[src/sv/cwm_pkg.sv]
`default_nettype none

package cwm_pkg;

  // default mailbox size
  localparam int MailboxDepthDefault = 8;

  // item kinds
  localparam logic CmdChar = 1'b0;
  localparam logic CmdGet  = 1'b1;

  // word building
  localparam logic [7:0] EndMark = 8'h2A;
  localparam logic [3:0] OnLen   = 4'd6;
  localparam logic [3:0] OffLen  = 4'd7;
  localparam logic [3:0] LenMax  = 4'd15;

  // receiver and message codes
  localparam logic [1:0] RcvNone = 2'd0;
  localparam logic [1:0] RcvLed  = 2'd1;
  localparam logic [1:0] MsgNone = 2'd0;
  localparam logic [1:0] MsgOn   = 2'd1;
  localparam logic [1:0] MsgOff  = 2'd2;

  // slot entry as stored in the mailbox memory
  typedef struct packed {
    logic [1:0] rcv;
    logic [1:0] msg;
  } slot_t;

  // characters of LED_ON
  function automatic logic [7:0] on_char(input logic [3:0] idx);
    logic [7:0] c;
    case (idx)
      4'd0:    c = 8'h4C;  // L
      4'd1:    c = 8'h45;  // E
      4'd2:    c = 8'h44;  // D
      4'd3:    c = 8'h5F;  // _
      4'd4:    c = 8'h4F;  // O
      4'd5:    c = 8'h4E;  // N
      default: c = 8'h00;
    endcase
    return c;
  endfunction

  // characters of LED_OFF
  function automatic logic [7:0] off_char(input logic [3:0] idx);
    logic [7:0] c;
    case (idx)
      4'd0:    c = 8'h4C;  // L
      4'd1:    c = 8'h45;  // E
      4'd2:    c = 8'h44;  // D
      4'd3:    c = 8'h5F;  // _
      4'd4:    c = 8'h4F;  // O
      4'd5:    c = 8'h46;  // F
      4'd6:    c = 8'h46;  // F
      default: c = 8'h00;
    endcase
    return c;
  endfunction

endpackage

`default_nettype wire

[src/sv/command_word_mailbox.sv]
// Command word mailbox. Character requests (command=0) build a word that '*' ends; a finished
// word of exactly LED_ON or LED_OFF posts receiver 1 with message 1 or 2 into a ring of
// MAILBOX_DEPTH slots, overwriting whatever the slot at the write pointer holds. A character
// request gives no result. A retrieve request (command=1) scans the slot
// memory from slot 0, one slot per cycle through its single read port, returns the message of
// the first slot holding receiver_id (found=1) and clears it, or found=0 with message 0. A
// retrieve stops scanning at the first matching slot or after the last slot; the next request
// is taken once the result is in the output register, which holds it until out_ready. Slot
// contents come up as receiver 0 / message 0 after reset with no clearing pass.
`default_nettype none

module command_word_mailbox #(
  parameter int MAILBOX_DEPTH = cwm_pkg::MailboxDepthDefault
) (
  input  wire logic       clk,
  input  wire logic       rst,
  input  wire logic       in_valid,
  output logic            in_ready,
  input  wire logic       command,
  input  wire logic [7:0] char_byte,
  input  wire logic [1:0] receiver_id,
  output logic            out_valid,
  input  wire logic       out_ready,
  output logic            found,
  output logic [1:0]      message_code
);
  import cwm_pkg::*;

  localparam int PtrW = (MAILBOX_DEPTH > 1) ? $clog2(MAILBOX_DEPTH) : 1;
  localparam logic [PtrW-1:0] LastSlot = PtrW'(MAILBOX_DEPTH - 1);

  localparam logic [1:0] StIdle = 2'd0;
  localparam logic [1:0] StScan = 2'd1;
  localparam logic [1:0] StPut  = 2'd2;

  logic [1:0]      state;
  logic [3:0]      word_length;
  logic            match_on;
  logic            match_off;
  logic [PtrW-1:0] write_pointer;

  // slot memory and per-slot valid bits
  slot_t           mem [MAILBOX_DEPTH];
  logic            vld [MAILBOX_DEPTH];
  slot_t           mem_q;
  logic            vld_q;

  logic [PtrW-1:0] rd_addr;
  logic            chk_on;
  logic [PtrW-1:0] chk_addr;
  logic [1:0]      rid;
  logic            res_found;
  logic [1:0]      res_msg;

  logic            accept;
  logic            is_char;
  logic            is_end;
  logic            post;
  logic [1:0]      post_msg;
  slot_t           chk_slot;
  logic            chk_hit;
  logic            chk_last;
  logic            put_go;

  assign in_ready = (state == StIdle);
  assign accept   = in_valid && in_ready;
  assign is_char  = accept && (command == CmdChar);
  assign is_end   = is_char && (char_byte == EndMark);

  // dictionary decision at the end mark
  always_comb begin
    post     = 1'b0;
    post_msg = MsgNone;
    if (is_end) begin
      if (word_length == OnLen && match_on) begin
        post     = 1'b1;
        post_msg = MsgOn;
      end else if (word_length == OffLen && match_off) begin
        post     = 1'b1;
        post_msg = MsgOff;
      end
    end
  end

  // word building
  always_ff @(posedge clk) begin
    if (rst) begin
      word_length <= '0;
      match_on    <= 1'b1;
      match_off   <= 1'b1;
    end else if (is_end) begin
      word_length <= '0;
      match_on    <= 1'b1;
      match_off   <= 1'b1;
    end else if (is_char) begin
      if (!(word_length < OnLen && char_byte == on_char(word_length))) begin
        match_on <= 1'b0;
      end
      if (!(word_length < OffLen && char_byte == off_char(word_length))) begin
        match_off <= 1'b0;
      end
      if (word_length < LenMax) begin
        word_length <= word_length + 4'd1;
      end
    end
  end

  // write pointer wraps at the mailbox depth
  always_ff @(posedge clk) begin
    if (rst) begin
      write_pointer <= '0;
    end else if (post) begin
      write_pointer <= (write_pointer == LastSlot) ? '0 : write_pointer + PtrW'(1);
    end
  end

  // slot memory: write on post, registered read for the scan
  always_ff @(posedge clk) begin
    if (post) begin
      mem[write_pointer] <= '{rcv: RcvLed, msg: post_msg};
    end
    mem_q <= mem[rd_addr];
  end

  // an invalid slot reads as receiver 0 / message 0
  assign chk_slot = vld_q ? mem_q : slot_t'{rcv: RcvNone, msg: MsgNone};
  assign chk_hit  = (state == StScan) && chk_on && (chk_slot.rcv == rid);
  assign chk_last = (chk_addr == LastSlot);

  // valid bits: set by a post, cleared by a retrieve hit
  always_ff @(posedge clk) begin
    if (rst) begin
      for (int i = 0; i < MAILBOX_DEPTH; i++) begin
        vld[i] <= 1'b0;
      end
    end else begin
      if (post) begin
        vld[write_pointer] <= 1'b1;
      end
      if (chk_hit) begin
        vld[chk_addr] <= 1'b0;
      end
    end
    vld_q <= vld[rd_addr];
  end

  assign put_go = (state == StPut) && (!out_valid || out_ready);

  // retrieve sequencer
  always_ff @(posedge clk) begin
    if (rst) begin
      state   <= StIdle;
      rd_addr <= '0;
      chk_on  <= 1'b0;
    end else begin
      case (state)
        StIdle: begin
          rd_addr <= '0;
          chk_on  <= 1'b0;
          if (accept && command == CmdGet) begin
            state <= StScan;
          end
        end
        StScan: begin
          chk_on <= 1'b1;
          if (rd_addr != LastSlot) begin
            rd_addr <= rd_addr + PtrW'(1);
          end
          if (chk_on && (chk_hit || chk_last)) begin
            state <= StPut;
          end
        end
        StPut: begin
          if (put_go) begin
            state <= StIdle;
          end
        end
        default: state <= StIdle;
      endcase
    end
  end

  // scan payload: receiver under search, address being checked, result
  always_ff @(posedge clk) begin
    if (accept) begin
      rid <= receiver_id;
    end
    chk_addr <= rd_addr;
    if (state == StScan && chk_on && (chk_hit || chk_last)) begin
      res_found <= chk_hit;
      res_msg   <= chk_hit ? chk_slot.msg : MsgNone;
    end
  end

  // output register
  always_ff @(posedge clk) begin
    if (rst) begin
      out_valid <= 1'b0;
    end else if (put_go) begin
      out_valid <= 1'b1;
    end else if (out_ready) begin
      out_valid <= 1'b0;
    end
  end

  always_ff @(posedge clk) begin
    if (put_go) begin
      found        <= res_found;
      message_code <= res_msg;
    end
  end

endmodule

`default_nettype wire

[config.mk]
export PLATFORM = sky130hd
export DESIGN_NAME = command_word_mailbox
export DESIGN_NICKNAME = d
export VERILOG_FILES = /design/src/sv/cwm_pkg.sv /design/src/sv/command_word_mailbox.sv
export SDC_FILE = /design/constraint.sdc
export NUM_CORES = 1
export LEC_CHECK = 0
export ABC_AREA = 1
export BUFFER_PORTS_ARGS = -buffer_cell sky130_fd_sc_hd__buf_2
export CORE_ASPECT_RATIO = 0.9
export CORE_UTILIZATION = 50
export DETAILED_ROUTE_END_ITERATION = 16
export GPL_ROUTABILITY_DRIVEN = 1
export GPL_TIMING_DRIVEN = 0
export HOLD_SLACK_MARGIN = 0.06
export PLACE_DENSITY = 0.68
export SETUP_SLACK_MARGIN = 0.2
export SYNTH_ARGS = -nofsm -noshare
export SYNTH_HDL_FRONTEND = slang
export SYNTH_SLANG_ARGS = --single-unit
[constraint.sdc]
create_clock -name clk -period 3.8 [get_ports clk]
set_input_delay 0.76 -clock clk [delete_from_list [all_inputs] [get_ports clk]]
set_output_delay 0.76 -clock clk [all_outputs]
set_load 0.005 [all_outputs]
# [Word level (Yosys, flattened, before mapping)]
# Memories as Yosys holds them, arrays and structs flattened. A register that Yosys moved wholly into a read port is not among the register bits.
# Cells that the tools add are included.
# Widths: inputs -> output; s select.
[totals] reg_bits=29 ramBits=24 output_inout_bits=5 elab_cells=116 memories=2
[mem_list] memory="mem" words=8 word_bits=2 read_ports=1 rd_ports_with_merged_regs=1 write_ports=1 line_no="command_word_mailbox.sv:43" text="slot_t mem [MAILBOX_DEPTH];"
[mem_list] memory="vld" words=8 word_bits=1 read_ports=1 rd_ports_with_merged_regs=1 write_ports=8 line_no="command_word_mailbox.sv:44" text="logic vld [MAILBOX_DEPTH];"
[op_classes] n_addsub=3 order_cmp=3 n_eq_ne=20 mux=40 bitwise_logic=3 reduce_logical=30
[ops] op="$pmux 7 s6" count=2
[ops] op="$mux 8" count=6
[ops] op="$mux 1" count=18
[ops] op="$eq 4x3->1 const B" count=4
[ops] op="$eq 8x8->1" count=2
[ops] op="$logic_and 1x1->1" count=13
[ops] op="$mux 2" count=6
[ops] op="$mux 3" count=4
[ops] op="$reduce_and 2->1" count=5
[ops] op="$eq 4x2->1 const B" count=2
[ops] op="$eq 8x6->1 const B" count=1
[ops] op="$lt 4x3->1 const B" count=2
[ops] op="$add 3x1->3 const B" count=2
[ops] op="$eq 3x3->1 const B" count=2
[ops] op="$ne 2x2->1 const B" count=3
[ops] op="$pmux 2 s3" count=1
[ops] op="$pmux 3 s2" count=1
[ops] op="$add 4x1->4 const B" count=1
[ops] op="$eq 4x1->1 const B" count=1
[ops] op="$logic_not 4->1" count=1
[ops] op="$lt 4x4->1 const B" count=1
[ops] op="$mux 4" count=1
[ops] op="$reduce_bool 2->1" count=2
[ops] op="$reduce_or 2->1" count=2
[ops] op="12 further kinds" count=16

# [Depth between registers and ports, before layout]
# Gate-level depths: netlist of run 1.
[logic_depth] ltp_word=11 ltp_mapped=12 mapped_depth_nobuf=12

# [Worst setup path after synthesis of run 1]
# Ideal clock, no wire load.
[synth_timing] path_kind="input to register" startpoint="input port char_byte[6]" endpoint="memory vld[0], enable pin" arrival_ns=1.722 slack_ns=1.776 path_stages=7 path_buffers=0 path_cell_list="nor2_1 -> nand3_1 -> nor3_4 -> nand2_4 -> o21ai_4 -> nand2_4 -> o21ai_1"
[synth_rtl] element="from (decl)" line_no="command_word_mailbox.sv:20" text="input wire logic [7:0] char_byte,"
[synth_rtl] element="to (decl)" line_no="command_word_mailbox.sv:44"

# [Worst setup path in the final report of run 1]
[layout_timing] startpoint="input port char_byte[6]" endpoint="memory mem[7][0] (netlist name), enable pin"
[layout_via] elab_chain_cells=5
[layout_lines] element="$eq 8x6->1" line_no="command_word_mailbox.sv:68" text="assign is_end = is_char && (char_byte == EndMark);"
[layout_lines] element="$logic_and 1x1->1" line_no="command_word_mailbox.sv:68"
[layout_lines] element="$mux 1" line_no="command_word_mailbox.sv:74" text="if (is_end) begin"
[layout_lines] element="$mux 1" line_no="command_word_mailbox.sv:119" text="if (post) begin"
[layout_lines] element="$mux 1 (not written as such)" line_no="command_word_mailbox.sv:120" text="mem[write_pointer] <= '{rcv: RcvLed, msg: post_msg};"
[layout_lines] element="to (decl)" line_no="command_word_mailbox.sv:43"
# Every way passes these cells.

==> results of run 1 <==
==> cell families after synthesis <==
| logic type | synth area share (%) |
|---|---|
| buf+inv | 6.57 |
| fa+ha+maj | 3.57 |
| flops | 50.0 |
| xor+xnor | 0.313 |
| simple gates | 29.2 |
| compound gates | 10.3 |
==> worst max path at each step <==
stage	start	slack [ns]	to	depth (start not counted)
5_1_grt	word_length[0]	1.49	match_off	11
2_1_floorplan	char_byte[6]	1.78	vld[0]	7
3_5_place_dp	char_byte[2]	1.44	mem[7][0]	8
3_3_place_gp	char_byte[2]	1.47	mem[7][0]	8
6_report	char_byte[6]	1.74	mem[7][0]	8
4_1_cts	char_byte[2]	1.70	mem[7][0]	8
==> registers in the layout, summed over array words and instances, names as in the netlist, 3 cells and up <==
name           cells
chk_addr           3
word_length        4
rd_addr            3
write_pointer      3
mem               16
vld                8
==> placed cells by master, fill, tap and decap left out, drive strengths merged <==
master	synthesis	final
a211oi	1	1
a21oi	12	12
a31oi	4	4
buf	2	21
bufinv	0	1
clkbuf	2	9
clkinv	2	2
dfxtp	22	22
edfxtp	32	32
ha	8	8
inv	41	41
nand2	73	73
nand3	14	14
nand3b	3	3
nand4	7	7
nor2	44	44
nor3	22	22
o21a	1	1
o21ai	28	28
o21bai	2	2
o22ai	3	3
or2	3	3
xor2	1	1
==> worst register-to-register path, delay by kind of cell (launching register included) <==
kind / cells / cell delay [ns]
simple gates: 6 / 0.64
compound gates: 1 / 0.56
flops: 1 / 0.42
fa+ha+maj: 1 / 0.25
buf+inv: 1 / 0.09
==> layout make-up <==
| class | instances | area share (%) |
|---|---|---|
| Buffer | 4 | 0.566 |
| Clock buffer | 7 | 2.79 |
| Clock inverter | 1 | 0.970 |
| Inverter | 43 | 5.38 |
| Multi-Input combinational cell | 226 | 39.2 |
| Sequential cell | 54 | 45.3 |
| Tap cell | 67 | 2.71 |
| Timing Repair Buffer | 19 | 3.07 |
==> power groups by stage <==
stage               Sequential [mW]  Combinational [mW]  Clock [mW]
floorplan                     0.644              0.0560           0
global placement              0.647              0.0772           0
detailed placement            0.647              0.0786           0
CTS                           0.633              0.0789       0.396
global route                  0.635              0.0912       0.421
finish                        0.633              0.0784       0.388
==> layer usage <==
| layer | vias up | routed length (um) | track usage, % |
|---|---|---|---|
| met5 | - | 0 | 0 |
| met4 | 0 | 27 | 5.95 |
| met3 | 2 | 190 | 3.75 |
| met2 | 31 | 2610 | 34.3 |
| met1 | 977 | 2470 | 26.3 |
| li1 | 1144 | - | - |
==> flow_summary.yaml, run 1 <==
global_routing:
  grt_pass1_wl_um: 9020
  grt_usage_pct: 20.2
  overflow: 0
  first_global_vias: 2043
  antenna_found_initial: 0
  grt_max_degree: 17
yosys:
  async_flop_share_pct: 0
  synth_top_area_share_pct: 34.3
  synth_cell_types: 33
  synthCells: 327
  ys_warn_count: 0
  synth_area_leader_cell: "edfxtp_1"
  syn_area_sq_um: 2800
  ys_ff_latch: 54
  synth_flop_cell: "edfxtp_1"
  synth_commonest_cells: "nand2_1 (67), nor2_1 (42), inv_1 (39)"
  yosysMostFrequentCell: "nand2_1"
  syn_nets: 350
  ys_seq_area_share_pct: 50.0
  synthTopCellsByArea: "edfxtp_1 (34%), dfxtp_1 (16%), nand2_1 (9.0%)"
  avgSynthCellArea_sq_um: 8.56
  synth-edff-count: 32
finish:
  regArea_sq_um: 1400
  syn_to_final_growth_pct: 10.5
  final_cells: 421
  multiInputGateArea_sq_um: 1210
  finish.instance_area_sq_um: 3100
  n_fill_cell: 498
  drive_gt1_share_pct: 15.3
  final_core_util_pct: 58.2
  antennaDiodeCount: 0
  final_nets: 376
drt:
  wirelength_um: 5300
  via_count: 2154
  drt.antenna.violating_nets: 0
  first_pass_iters: 6
  routedWlPerCell_um: 12.6
  drt_iter0_drc: 78
  post-route-drc-count: 0
  viasPerCell: 5.12
pwr:
  p_int_mw: 0.870
  ir_drop_uv: 195
  clockPowerShare_pct: 35.3
  swShare_pct: 20.9
  power.density_nw_per_um2: 355
  power.total_mw: 1.10
  p_seq_share_pct: 57.6
  pwr-share-comb_pct: 7.1
  leakage_nw: 1.40
  p_switching_mw: 0.230
critical_path:
  crit_path_start_kind: "primary input"
  cp-end-kind: "register"
  arrival_ns: 2.03
  critPathKind: "in2reg"
  r2r_cells: 9
  r2r-end: "match_off"
  cp_cell_sequence: "buf_2, nor2_1, nand3_1, nor3_4, nand2_1, nand2_1, nand2_1, nor3_1"
  crit_family: "simple AND/OR/NAND/NOR gates"
  path_common_cell: "nand2_1"
  crit_fanout: 6
  crit_slowest_cell: "nor3_1"
  ff2ff_setup_slack_ns: 1.74
  slowest_delay_ns: 0.32
  r2r_start: "word_length[0]"
  path_buf_inv: 1
  cp.required_ns: 3.77
place:
  place_inst: 413
  dpl_worst_slack_ns: 1.44
  place_area_sq_um: 2980
  io_buffer_count: 19
  place_congestion: 0.872
  dp.final_hpwl_um: 4030
timing:
  max_freq_mhz: 485
  final.min_clock_period_ns: 2.06
  hold_ws_ns: 0.400
  slew_viol_final: 0
  rsz0062_at_grt: "no"
  clock_skew_ns: 0.00819
  fin_ws_ns: 1.74
  worst_pin_slew_ns: 0.668
  finalCritPeriodShare_pct: 54.3
  setup_viol: 0
  relSlewSlack_pct: 55.0
  hold_viol: 0
  tns_ns: 0
clock_network:
  clkTransAtPathRegs_ns: 0.09
  cts_tree: "done"
  cts-root-buf: "clkbuf_8"
  numCtsBuffers: 5
  postCtsSetupRepairBufs: 0
  clkLatencyLatePin_ns: 0.30
  cts.htree.levels: 2
  cts_max_path_buffers: 2
  clock_sinks: 54
  hold_buffers: 0
  cts_resized: 0
die:
  placementRows: 25
  die_width_um: 80.9
  fp.dieArea_sq_um: 5900
  start_util_pct: 52.7
  core_area_sq_um: 5320
  top_level_ports: 20
  fp.dieH_um: 73.0
run_status:
  status: "completed"
flow_run:
  cap_violations: 0
hold_path:
  hold_depth: 0
  hold_path_class: "reg2reg"
  hp-start: "rd_addr[2]"
  holdPathEnd: "chk_addr[2]"
Power figures use the tool's default switching activity.
==> run 2: changes to the inputs <==
==> constraint.sdc (replaced) <==
create_clock -name clk -period 1.9 [get_ports clk]
set_input_delay 0.38 -clock clk [delete_from_list [all_inputs] [get_ports clk]]
set_output_delay 0.38 -clock clk [all_outputs]
set_load 0.005 [all_outputs]
==> flow_summary.yaml, run 2 (synthesis gave the netlist of run 1 again) <==
pwr:
  power.density_nw_per_um2: 579
  power.total_mw: 2.06
  ir_drop_uv: 404
  leakage_nw: 1.61
critical_path:
  r2r-end: "vld[3]"
  cp.required_ns: 1.91
  r2r_start: "state[0]"
  crit_start: "state[0]"
  cp-endpoint: "vld[3]"
  ff2ff_setup_slack_ns: 0.08
  crit_path_start_kind: "register"
  r2r_cells: 8
  cp-end-kind: "register"
  critPathKind: "reg2reg"
  arrival_ns: 1.84
  crit_fanout: 8
finish:
  top_regs: "mem x16, vld x8, word_length x4"
  mostFrequentLayoutCell: "nand2_1"
  antennaDiodeCount: 0
  final_cell_mix: "nand2_1 (51), nor2_1 (39), inv_1 (37), edfxtp_1 (32), buf_2 (21)"
  syn_to_final_growth_pct: 27.2
  largest-register: "mem"
  largest_reg_flops: 16
  drive_gt1_share_pct: 34.4
  final_nets: 400
  finish.instance_area_sq_um: 3560
timing:
  tns_ns: 0
  clock_skew_ns: 0.0114
  relSlewSlack_pct: 65.2
  hold_viol: 0
  slew_viol_final: 0
  rsz0062_at_grt: "yes"
  worst_pin_slew_ns: 0.522
  finalCritPeriodShare_pct: 95.9
  hold_ws_ns: 0.246
  final.min_clock_period_ns: 1.82
  max_freq_mhz: 549
  setup_viol: 0
global_routing:
  grt_pass1_wl_um: 9490
  first_global_vias: 2093
  grt_usage_pct: 21.2
  grt_max_degree: 17
  overflow: 0
  antenna_found_initial: 0
die:
  fp.dieH_um: 73.0
  placementRows: 25
  fp.dieArea_sq_um: 5900
  start_util_pct: 52.7
  top_level_ports: 20
  core_area_sq_um: 5320
  die_width_um: 80.9
hold_path:
  hold_path_class: "in2reg"
drt:
  via_count: 2337
  viasPerCell: 5.25
  first_pass_iters: 4
  wirelength_um: 5910
  drt_iter0_drc: 99
  routedWlPerCell_um: 13.3
  drt.antenna.violating_nets: 0
  post-route-drc-count: 0
clock_network:
  cts.htree.levels: 2
  cts-root-buf: "clkbuf_8"
  clkTransAtPathRegs_ns: 0.10
  clkLatencyLatePin_ns: 0.30
  clock_sinks: 54
  cts_tree: "done"
  cts_max_path_buffers: 2
  numCtsBuffers: 5
place:
  place_area_sq_um: 3000
  place_congestion: 0.881
  io_buffer_count: 19
  dp.final_hpwl_um: 3970
run_status:
  status: "completed"
flow_run:
  cap_violations: 0
-- run 2: worst max-delay path, stage by stage (launching register included) --
cell     delay [ns]
dfxtp_4        0.38
buf_6          0.11
nand2_4        0.06
nor3_4         0.26
nand2_4        0.18
buf_6          0.17
o21ai_4        0.07
nand2_4        0.13
o21ai_2        0.16
-- run 2: what timing repair did --
| action | CTS | global route |
|---|---|---|
| setup endpoints to repair | 45 | 48 |
| hold buffers | 0 | 0 |
| gates resized for setup | 46 | 31 |
| pin swaps | 17 | 19 |
| setup buffers | 18 | 6 |
-- run 2: worst min-delay path by stage --
stage               depth (start not counted)           start           to  slack [ns]
global placement                            0      rd_addr[2]  chk_addr[2]        0.39
global route                                1  receiver_id[1]       rid[1]        0.22
finish                                      1  receiver_id[1]       rid[1]        0.25
detailed placement                          0      rd_addr[2]  chk_addr[2]        0.40
floorplan                                   0      rd_addr[2]  chk_addr[2]        0.37
CTS                                         1  receiver_id[1]       rid[1]        0.24
-- run 2: stage by stage --
| step | setup WS (ns) | std cells | utilization, % |
|---|---|---|---|
| after CTS | 0.0659 | 439 | 64.2 |
| after detailed placement | -0.0615 | 413 | 56.4 |
| final | 0.0779 | 445 | 67.0 |
| after floorplan | 0.199 | 327 | - |
| after global routing | -0.000347 | 445 | 67.0 |
| after global placement | -0.0443 | 413 | 56.4 |
-- run 2: power breakdown --
part | switching (mW) | leakage, nW | internal [mW] | total, mW
sequential | 0.0165 | 0.520 | 1.25 | 1.26
clock | 0.346 | 0.0452 | 0.261 | 0.607
combinational | 0.113 | 1.05 | 0.0812 | 0.194
-- run 2: metal layers --
| metal | up-vias | global-route usage, % | wire [um] |
|---|---|---|---|
| li1 | 1196 | - | - |
| met1 | 1085 | 28.0 | 2610 |
| met2 | 52 | 36.1 | 3030 |
| met3 | 4 | 3.75 | 230 |
| met4 | 0 | 4.76 | 40 |
| met5 | - | 0 | 0 |
-- run 2: area by class of cell --
| type | count | area, sq um |
|---|---|---|
| Fill cell | 399 | 1760 |
| Multi-Input combinational cell | 226 | 1480 |
| Sequential cell | 54 | 1420 |
| Timing Repair Buffer | 43 | 298 |
| Inverter | 43 | 176 |
| Tap cell | 67 | 83.8 |
| Clock buffer | 6 | 72.6 |
| Buffer | 4 | 17.5 |
| Clock inverter | 2 | 13.8 |
